## src/hw/rtl/csfw_pkg.sv

```systemverilog
// ----------------------------------------------------------------------------
// Semaphore package
// Request/status codes and field layout of the semaphore streams.
// ----------------------------------------------------------------------------
package csfw_pkg;

  typedef enum logic [1:0] {
    ACT_DOWN    = 2'd0,
    ACT_UP      = 2'd1,
    ACT_DESTROY = 2'd2
  } action_e;

  typedef enum logic [2:0] {
    ST_GRANTED   = 3'd0,
    ST_BLOCKED   = 3'd1,
    ST_WOKEN     = 3'd2,
    ST_NO_WAITER = 3'd3,
    ST_RELEASED  = 3'd4,
    ST_FULL      = 3'd5
  } status_e;

  localparam int unsigned TaskW   = 8;
  localparam int unsigned CountW  = 16;
  localparam int unsigned InitW   = 15;
  localparam int unsigned InDataW = 16;
  localparam int unsigned OutDataW = 16;
  localparam int unsigned AddrW   = 3;
  localparam int unsigned ApbDataW = 32;

  localparam logic signed [CountW-1:0] CountCeil = 16'sd32767;

  // Register map: only bit 2 of the byte address selects a word
  localparam logic RegInitialCount = 1'b0;

endpackage

```

## src/hw/rtl/counting_semaphore_fifo_waiters.sv

```systemverilog
// ----------------------------------------------------------------------------
// Counting semaphore with FIFO wait queue
// Down/up/destroy requests in, one or more status results out.
// ----------------------------------------------------------------------------
// Usage:
//   Requests enter on the s_axis channel (action, task id) and results leave
//   on m_axis (status, task id, tlast on the final result of a request).
//   initial_count is written over the APB port at address 0; it takes effect
//   at reset-free reload points (destroy), not on the running count.
// Sequencing / throughput:
//   Down and up without a waiter: result registered in the cycle after the
//   request, a new request every cycle while the receiver keeps up.
//   Up that wakes a waiter: the queue memory read is registered, then the
//   result is registered from it in S_WAKE; no request is taken meanwhile.
//   Destroy with N waiters: one waiter per cycle while the receiver keeps up,
//   through the single read port of the queue memory; none if queue is empty.
// Reset:
//   Count, pointers and waiter total clear; queue contents are left as is.
// Stall:
//   A stalled result holds on m_axis; the block takes a new request only
//   when the output register is free or being drained, and a destroy sweep
//   pauses until the receiver takes each release.
// ----------------------------------------------------------------------------
module counting_semaphore_fifo_waiters #(
  parameter int unsigned MAX_WAITERS = 16
) (
  input  logic                              clk_i,
  input  logic                              rst_ni,
  // request stream
  input  logic                              s_axis_tvalid,
  output logic                              s_axis_tready,
  input  logic [csfw_pkg::InDataW-1:0]      s_axis_tdata,  // action[1:0], task_id[9:2]
  // result stream
  output logic                              m_axis_tvalid,
  input  logic                              m_axis_tready,
  output logic [csfw_pkg::OutDataW-1:0]     m_axis_tdata,  // status[2:0], task_id_out[10:3]
  output logic                              m_axis_tlast,
  // configuration
  input  logic                              psel,
  input  logic                              penable,
  input  logic                              pwrite,
  input  logic [csfw_pkg::AddrW-1:0]        paddr,
  input  logic [csfw_pkg::ApbDataW-1:0]     pwdata,
  output logic [csfw_pkg::ApbDataW-1:0]     prdata,
  output logic                              pready
);

  import csfw_pkg::*;

  localparam int unsigned PtrW = (MAX_WAITERS > 1) ? $clog2(MAX_WAITERS) : 1;
  localparam int unsigned TotW = $clog2(MAX_WAITERS + 1);

  typedef enum logic [1:0] {
    S_IDLE,
    S_WAKE,
    S_DRAIN
  } state_e;

  state_e                    state_q, state_d;
  logic signed [CountW-1:0]  count_q, count_d;
  logic [PtrW-1:0]           head_q, head_d;
  logic [PtrW-1:0]           tail_q, tail_d;
  logic [TotW-1:0]           total_q, total_d;
  logic [InitW-1:0]          init_q;
  logic                      out_valid_q, out_valid_d;
  status_e                   out_status_q, out_status_d;
  logic [TaskW-1:0]          out_tid_q, out_tid_d;
  logic                      out_last_q, out_last_d;

  logic                      out_free;
  logic                      in_accept;
  action_e                   in_action;
  logic [TaskW-1:0]          in_tid;
  logic signed [CountW-1:0]  count_inc;
  logic signed [CountW-1:0]  count_init;
  logic                      cfg_write;

  logic                      ram_we;
  logic                      ram_re;
  logic [TaskW-1:0]          ram_rdata;

  function automatic logic [PtrW-1:0] ptr_next(input logic [PtrW-1:0] p);
    ptr_next = (p == PtrW'(MAX_WAITERS - 1)) ? '0 : p + 1'b1;
  endfunction

  // ---------------------------------------------------------------- config
  assign pready    = 1'b1;
  assign cfg_write = psel && penable && pwrite && pready && (paddr[2] == RegInitialCount);
  assign prdata    = (paddr[2] == RegInitialCount) ?
                     {{(ApbDataW - InitW){1'b0}}, init_q} : '0;

  always_ff @(posedge clk_i or negedge rst_ni) begin
    if (!rst_ni) begin
      init_q <= '0;
    end else if (cfg_write) begin
      init_q <= pwdata[InitW-1:0];
    end
  end

  // ---------------------------------------------------------------- datapath
  assign in_action  = action_e'(s_axis_tdata[1:0]);
  assign in_tid     = s_axis_tdata[2 +: TaskW];
  assign out_free   = !out_valid_q || m_axis_tready;
  assign s_axis_tready = (state_q == S_IDLE) && out_free;
  assign in_accept  = s_axis_tvalid && s_axis_tready;
  assign count_inc  = (count_q < CountCeil) ? count_q + 16'sd1 : count_q;
  assign count_init = signed'({1'b0, init_q});

  // Queue writes happen only on down accepts and reads only on up/destroy
  // cycles, so a read never meets a same-cycle write to the same entry.
  always_comb begin
    state_d      = state_q;
    count_d      = count_q;
    head_d       = head_q;
    tail_d       = tail_q;
    total_d      = total_q;
    out_valid_d  = out_valid_q && !m_axis_tready;
    out_status_d = out_status_q;
    out_tid_d    = out_tid_q;
    out_last_d   = out_last_q;
    ram_we       = 1'b0;
    ram_re       = 1'b0;

    case (state_q)
      S_IDLE: begin
        if (in_accept) begin
          case (in_action)
            ACT_DOWN: begin
              out_valid_d = 1'b1;
              out_tid_d   = in_tid;
              out_last_d  = 1'b1;
              if (count_q < 16'sd1) begin
                if (total_q >= TotW'(MAX_WAITERS)) begin
                  out_status_d = ST_FULL;
                end else begin
                  count_d      = count_q - 16'sd1;
                  ram_we       = 1'b1;
                  tail_d       = ptr_next(tail_q);
                  total_d      = total_q + 1'b1;
                  out_status_d = ST_BLOCKED;
                end
              end else begin
                count_d      = count_q - 16'sd1;
                out_status_d = ST_GRANTED;
              end
            end
            ACT_UP: begin
              count_d = count_inc;
              if ((count_inc < 16'sd1) && (total_q != '0)) begin
                ram_re  = 1'b1;
                head_d  = ptr_next(head_q);
                total_d = total_q - 1'b1;
                state_d = S_WAKE;
              end else begin
                out_valid_d  = 1'b1;
                out_status_d = ST_NO_WAITER;
                out_tid_d    = '0;
                out_last_d   = 1'b1;
              end
            end
            ACT_DESTROY: begin
              if (total_q == '0) begin
                count_d = count_init;
                head_d  = '0;
                tail_d  = '0;
              end else begin
                ram_re  = 1'b1;
                head_d  = ptr_next(head_q);
                total_d = total_q - 1'b1;
                state_d = S_DRAIN;
              end
            end
            default: ;
          endcase
        end
      end
      S_WAKE: begin
        // output register was emptied when the up request was taken
        out_valid_d  = 1'b1;
        out_status_d = ST_WOKEN;
        out_tid_d    = ram_rdata;
        out_last_d   = 1'b1;
        state_d      = S_IDLE;
      end
      S_DRAIN: begin
        if (out_free) begin
          out_valid_d  = 1'b1;
          out_status_d = ST_RELEASED;
          out_tid_d    = ram_rdata;
          out_last_d   = (total_q == '0);
          if (total_q != '0) begin
            ram_re  = 1'b1;
            head_d  = ptr_next(head_q);
            total_d = total_q - 1'b1;
          end else begin
            count_d = count_init;
            head_d  = '0;
            tail_d  = '0;
            state_d = S_IDLE;
          end
        end
      end
      default: state_d = S_IDLE;
    endcase
  end

  always_ff @(posedge clk_i or negedge rst_ni) begin
    if (!rst_ni) begin
      state_q      <= S_IDLE;
      count_q      <= '0;
      head_q       <= '0;
      tail_q       <= '0;
      total_q      <= '0;
      out_valid_q  <= 1'b0;
      out_status_q <= ST_GRANTED;
      out_tid_q    <= '0;
      out_last_q   <= 1'b0;
    end else begin
      state_q      <= state_d;
      count_q      <= count_d;
      head_q       <= head_d;
      tail_q       <= tail_d;
      total_q      <= total_d;
      out_valid_q  <= out_valid_d;
      out_status_q <= out_status_d;
      out_tid_q    <= out_tid_d;
      out_last_q   <= out_last_d;
    end
  end

  csfw_ram #(
    .WIDTH (TaskW),
    .DEPTH (MAX_WAITERS)
  ) u_wait_ram (
    .clk_i   (clk_i),
    .we_i    (ram_we),
    .waddr_i (tail_q),
    .wdata_i (in_tid),
    .re_i    (ram_re),
    .raddr_i (head_q),
    .rdata_o (ram_rdata)
  );

  assign m_axis_tvalid = out_valid_q;
  assign m_axis_tdata  = {{(OutDataW - TaskW - 3){1'b0}}, out_tid_q, out_status_q};
  assign m_axis_tlast  = out_last_q;

endmodule

```

## src/hw/rtl/csfw_ram.sv

```systemverilog
// ----------------------------------------------------------------------------
// Generic RAM
// One write port, one read port with registered read data.
// ----------------------------------------------------------------------------
module csfw_ram #(
  parameter int unsigned WIDTH = 8,
  parameter int unsigned DEPTH = 16
) (
  input  logic                                         clk_i,
  input  logic                                         we_i,
  input  logic [((DEPTH > 1) ? $clog2(DEPTH) : 1)-1:0] waddr_i,
  input  logic [WIDTH-1:0]                             wdata_i,
  input  logic                                         re_i,
  input  logic [((DEPTH > 1) ? $clog2(DEPTH) : 1)-1:0] raddr_i,
  output logic [WIDTH-1:0]                             rdata_o
);

  logic [WIDTH-1:0] mem_q [DEPTH];
  logic [WIDTH-1:0] rdata_q;

  always_ff @(posedge clk_i) begin
    if (we_i) begin
      mem_q[waddr_i] <= wdata_i;
    end
  end

  // Read data holds until the next read
  always_ff @(posedge clk_i) begin
    if (re_i) begin
      rdata_q <= mem_q[raddr_i];
    end
  end

  assign rdata_o = rdata_q;

endmodule

```

## config.mk

```make
export PLATFORM = sky130hd
export DESIGN_NAME = counting_semaphore_fifo_waiters
export DESIGN_NICKNAME = d
export VERILOG_FILES = /design/src/hw/rtl/csfw_pkg.sv /design/src/hw/rtl/counting_semaphore_fifo_waiters.sv /design/src/hw/rtl/csfw_ram.sv
export SDC_FILE = /design/constraint.sdc
export NUM_CORES = 1
export LEC_CHECK = 0
export BUFFER_PORTS_ARGS = -buffer_cell sky130_fd_sc_hd__clkbuf_2
export CAP_MARGIN = 20
export CORE_MARGIN = 4
export CORE_UTILIZATION = 45
export DETAILED_ROUTE_END_ITERATION = 8
export PLACE_DENSITY_LB_ADDON = 0.2
export RECOVER_POWER = 100
export SYNTH_ARGS = -nofsm -noshare
export SYNTH_HDL_FRONTEND = slang
export SYNTH_SLANG_ARGS = --single-unit
export TNS_END_PERCENT = 20
```

## constraint.sdc

```tcl
create_clock -name clk_i -period 5.6 [get_ports clk_i]
set_input_delay 1.12 -clock clk_i [delete_from_list [all_inputs] [get_ports clk_i]]
set_output_delay 1.12 -clock clk_i [all_outputs]
set_load 0.02 [all_outputs]
```

==> impl_metrics.json <==
{
  "grt_pass1_vias": 6553,
  "worst_slack_ns": 1.13,
  "synth_edf_count": 136,
  "start_util_pct": 46.2,
  "cts_root_buffer": "clkbuf_16",
  "max_stage_delay_ns": 0.93,
  "synthFlopType": "edfxtp_1",
  "num_rows": 53,
  "synthCells": 808,
  "die_area_sq_um": 24200,
  "worst-path-buf-inv": 1,
  "critPathLaunchType": "register",
  "hold_buffers": 0,
  "drt_iter0_drc": 567,
  "ys_ff_latch": 195,
  "cp_slowest_cell": "a2111oi_0",
  "area_delta_synth_final_pct": 9.30,
  "clock.fmax_ghz": 0.224,
  "final_common_cell": "edfxtp_1",
  "coreArea_sq_um": 21200,
  "cts_tree": "done",
  "final_core_util_pct": 50.4,
  "clockBufferDepth": 2,
  "wl_per_cell_um": 20.9,
  "clk_pin_slew_ns": 0.07,
  "fin_skew_ns": 0.0146,
  "cts-resized-gates": 0,
  "antenna_found_initial": 0,
  "wirelength_um": 23600,
  "place_ws_ns": 1.50,
  "grt_use_total_pct": 19.7,
  "grt_pass1_wl_um": 37200,
  "dp_hpwl_um": 16200,
  "critPathCaptureType": "register",
  "clock_sinks": 195,
  "avgSynthCellArea_sq_um": 12.1,
  "max-cap-violations": 1,
  "post_dp_cell_area_sq_um": 10200,
  "setup_tns_ns": 0,
  "via_count": 6594,
  "synthDistinctLibCells": 76,
  "failed_checks": "max-capacitance violations, max-slew violations",
  "netlist_top_cells_area": "edfxtp_1 (42%), dfrtp_1 (15%), mux2_2 (3.8%)",
  "diodes": 0,
  "die_h_um": 156,
  "worstMarginPinSlew_ns": 2.52,
  "grt_overflow_total": 0,
  "dp.cells": 1099,
  "cp_top_family": "compound AO/OA/AOI/OAI gates",
  "clock_latency_ns": 0.44,
  "seq_area_frac_synth_pct": 56.8,
  "slew_headroom_pct": -67.9,
  "cts_buffers": 17,
  "postCtsSetupBuffers": 0,
  "netlist_area_sq_um": 9790,
  "antenna_left": 0,
  "layoutNonFillerInstCount": 1132,
  "drv_slew": 33,
  "grt_max_degree": 60,
  "period_needed_ns": 4.47,
  "final_cell_area_sq_um": 10700,
  "numPortBuffers": 61,
  "cts-htree-levels": 4,
  "powerDensity_nw_per_um2": 489,
  "io_pins": 110,
  "required_ns": 5.75,
  "synthArstFlopShare_pct": 30.3,
  "cp_cell_sequence": "ha_1 > nand4_1 > o41ai_1 > nor4b_1 > o2111ai_1 > nor3_1 > a31oi_1 > nand2b_1 > a2111oi_0 > clkbuf_4",
  "yosysTopAreaCell": "edfxtp_1",
  "crit_type": "reg2reg",
  "hold_path.class": "reg2reg",
  "fin_crit_sh_pct": 79.8,
  "drc_errors": 0,
  "synth_top_area_share_pct": 41.7,
  "crit_arrival_ns": 4.61,
  "die_x_um": 156,
  "hold_viol_final": 0,
  "finalSetupViolCount": 0,
  "status": "complete, but fails checks",
  "peakVddDrop_mv": 0.335,
  "layout_common_cells": "edfxtp_1 (136), nand2_1 (64), o21ai_0 (64)",
  "ys_warn_count": 0,
  "num-nets-final": 919,
  "power_leakage_nw": 3.86,
  "gp_congestion": 0.912,
  "firstDrtPassIters": 6,
  "drive_gt1_share_pct": 13.4,
  "rsz0062_at_grt": "no",
  "avgViaCountPerCell": 5.83,
  "path_max_fanout": 7
}
-- path summary, 6_finish.rpt --
kind | from | to | slack, ns | cells past startpoint
worst max-delay path | count_q[0] | u_wait_ram.rdata_o[5] | 1.13 | 10
worst min-delay path | out_tid_q[1] | out_tid_q[1] | 0.52 | 1
worst max register to register | count_q[0] | u_wait_ram.rdata_o[5] | 1.13 | 10
worst min register to register | out_tid_q[1] | out_tid_q[1] | 0.52 | 1
max in group asynchronous | rst_ni | out_tid_q[5] | 4.24 | 2
min in group asynchronous | rst_ni | total_q[2] | 0.84 | 2
-- area by class of cell --
type,count,area (sq um)
Fill cell,1903,10500
Sequential cell,195,5560
Multi-Input combinational cell,544,3800
Clock buffer,17,425
Tap cell,275,344
Timing Repair Buffer,71,310
Clock inverter,15,204
Inverter,15,56.3
-- kinds of logic after synthesis --
kind of cell	Yosys count	synth area share, %
other	2	0.0767
AO/OA/AOI/OAI	181	12.2
flip-flops	195	56.8
AND/OR/NAND/NOR	225	11.8
XOR/XNOR	16	1.43
buffers and inverters	90	4.65
multiplexers	82	10.9
adder cells (fa/ha/maj)	17	2.17
-- state kept, by name, indices dropped and copies added (netlist names) --
register / cells
u_wait_ram.mem_q: 128
count_q: 16
init_q: 15
out_tid_q: 8
u_wait_ram.rdata_o: 8
total_q: 5
head_q: 4
tail_q: 4
out_status_q: 3
state_q: 2
m_axis_tlast: 1
m_axis_tvalid: 1
-- where the power goes --
part	switching, W	internal, W	total [W]	leakage, nW
registers	0.000381	0.00176	0.00214	1.94
logic	0.00105	0.000756	0.00180	1.61
clock network	0.000595	0.000688	0.00128	0.308
total	0.00202	0.00321	0.00523	3.86
-- metrics by stage --
stage                     total power, W  hold WS (ns)
after floorplan                  0.00347         0.488
after global placement           0.00392         0.493
after detailed placement         0.00399         0.507
after CTS                        0.00528         0.524
after global routing             0.00554         0.537
final                            0.00523         0.520
-- synthesized netlist by cell type, types with 6 or more instances --
cell      instances
edfxtp_1        136
nand2_1          64
o21ai_0          64
dfrtp_1          59
nor2_1           55
a21oi_1          34
clkbuf_1         34
mux2_2           33
mux2i_1          29
buf_4            27
nor3_1           21
nor2b_1          20
ha_1             17
mux4_2           16
a221oi_1         14
inv_1            14
nand3_1          11
a22o_1            9
xor2_1            9
a22oi_1           8
nand2b_1          8
xnor2_1           7
a31oi_1           6
buf_1             6
-- per-layer routing --
layer | track usage, % | vias to the layer above | routed length (um)
met2 | 32.1 | 200 | 11500
li1 | - | 3062 | -
met1 | 26.9 | 3295 | 10400
met5 | 0 | - | 0
met3 | 3.94 | 37 | 1200
met4 | 6.13 | 0 | 511
(Power assumes the default switching activity.)
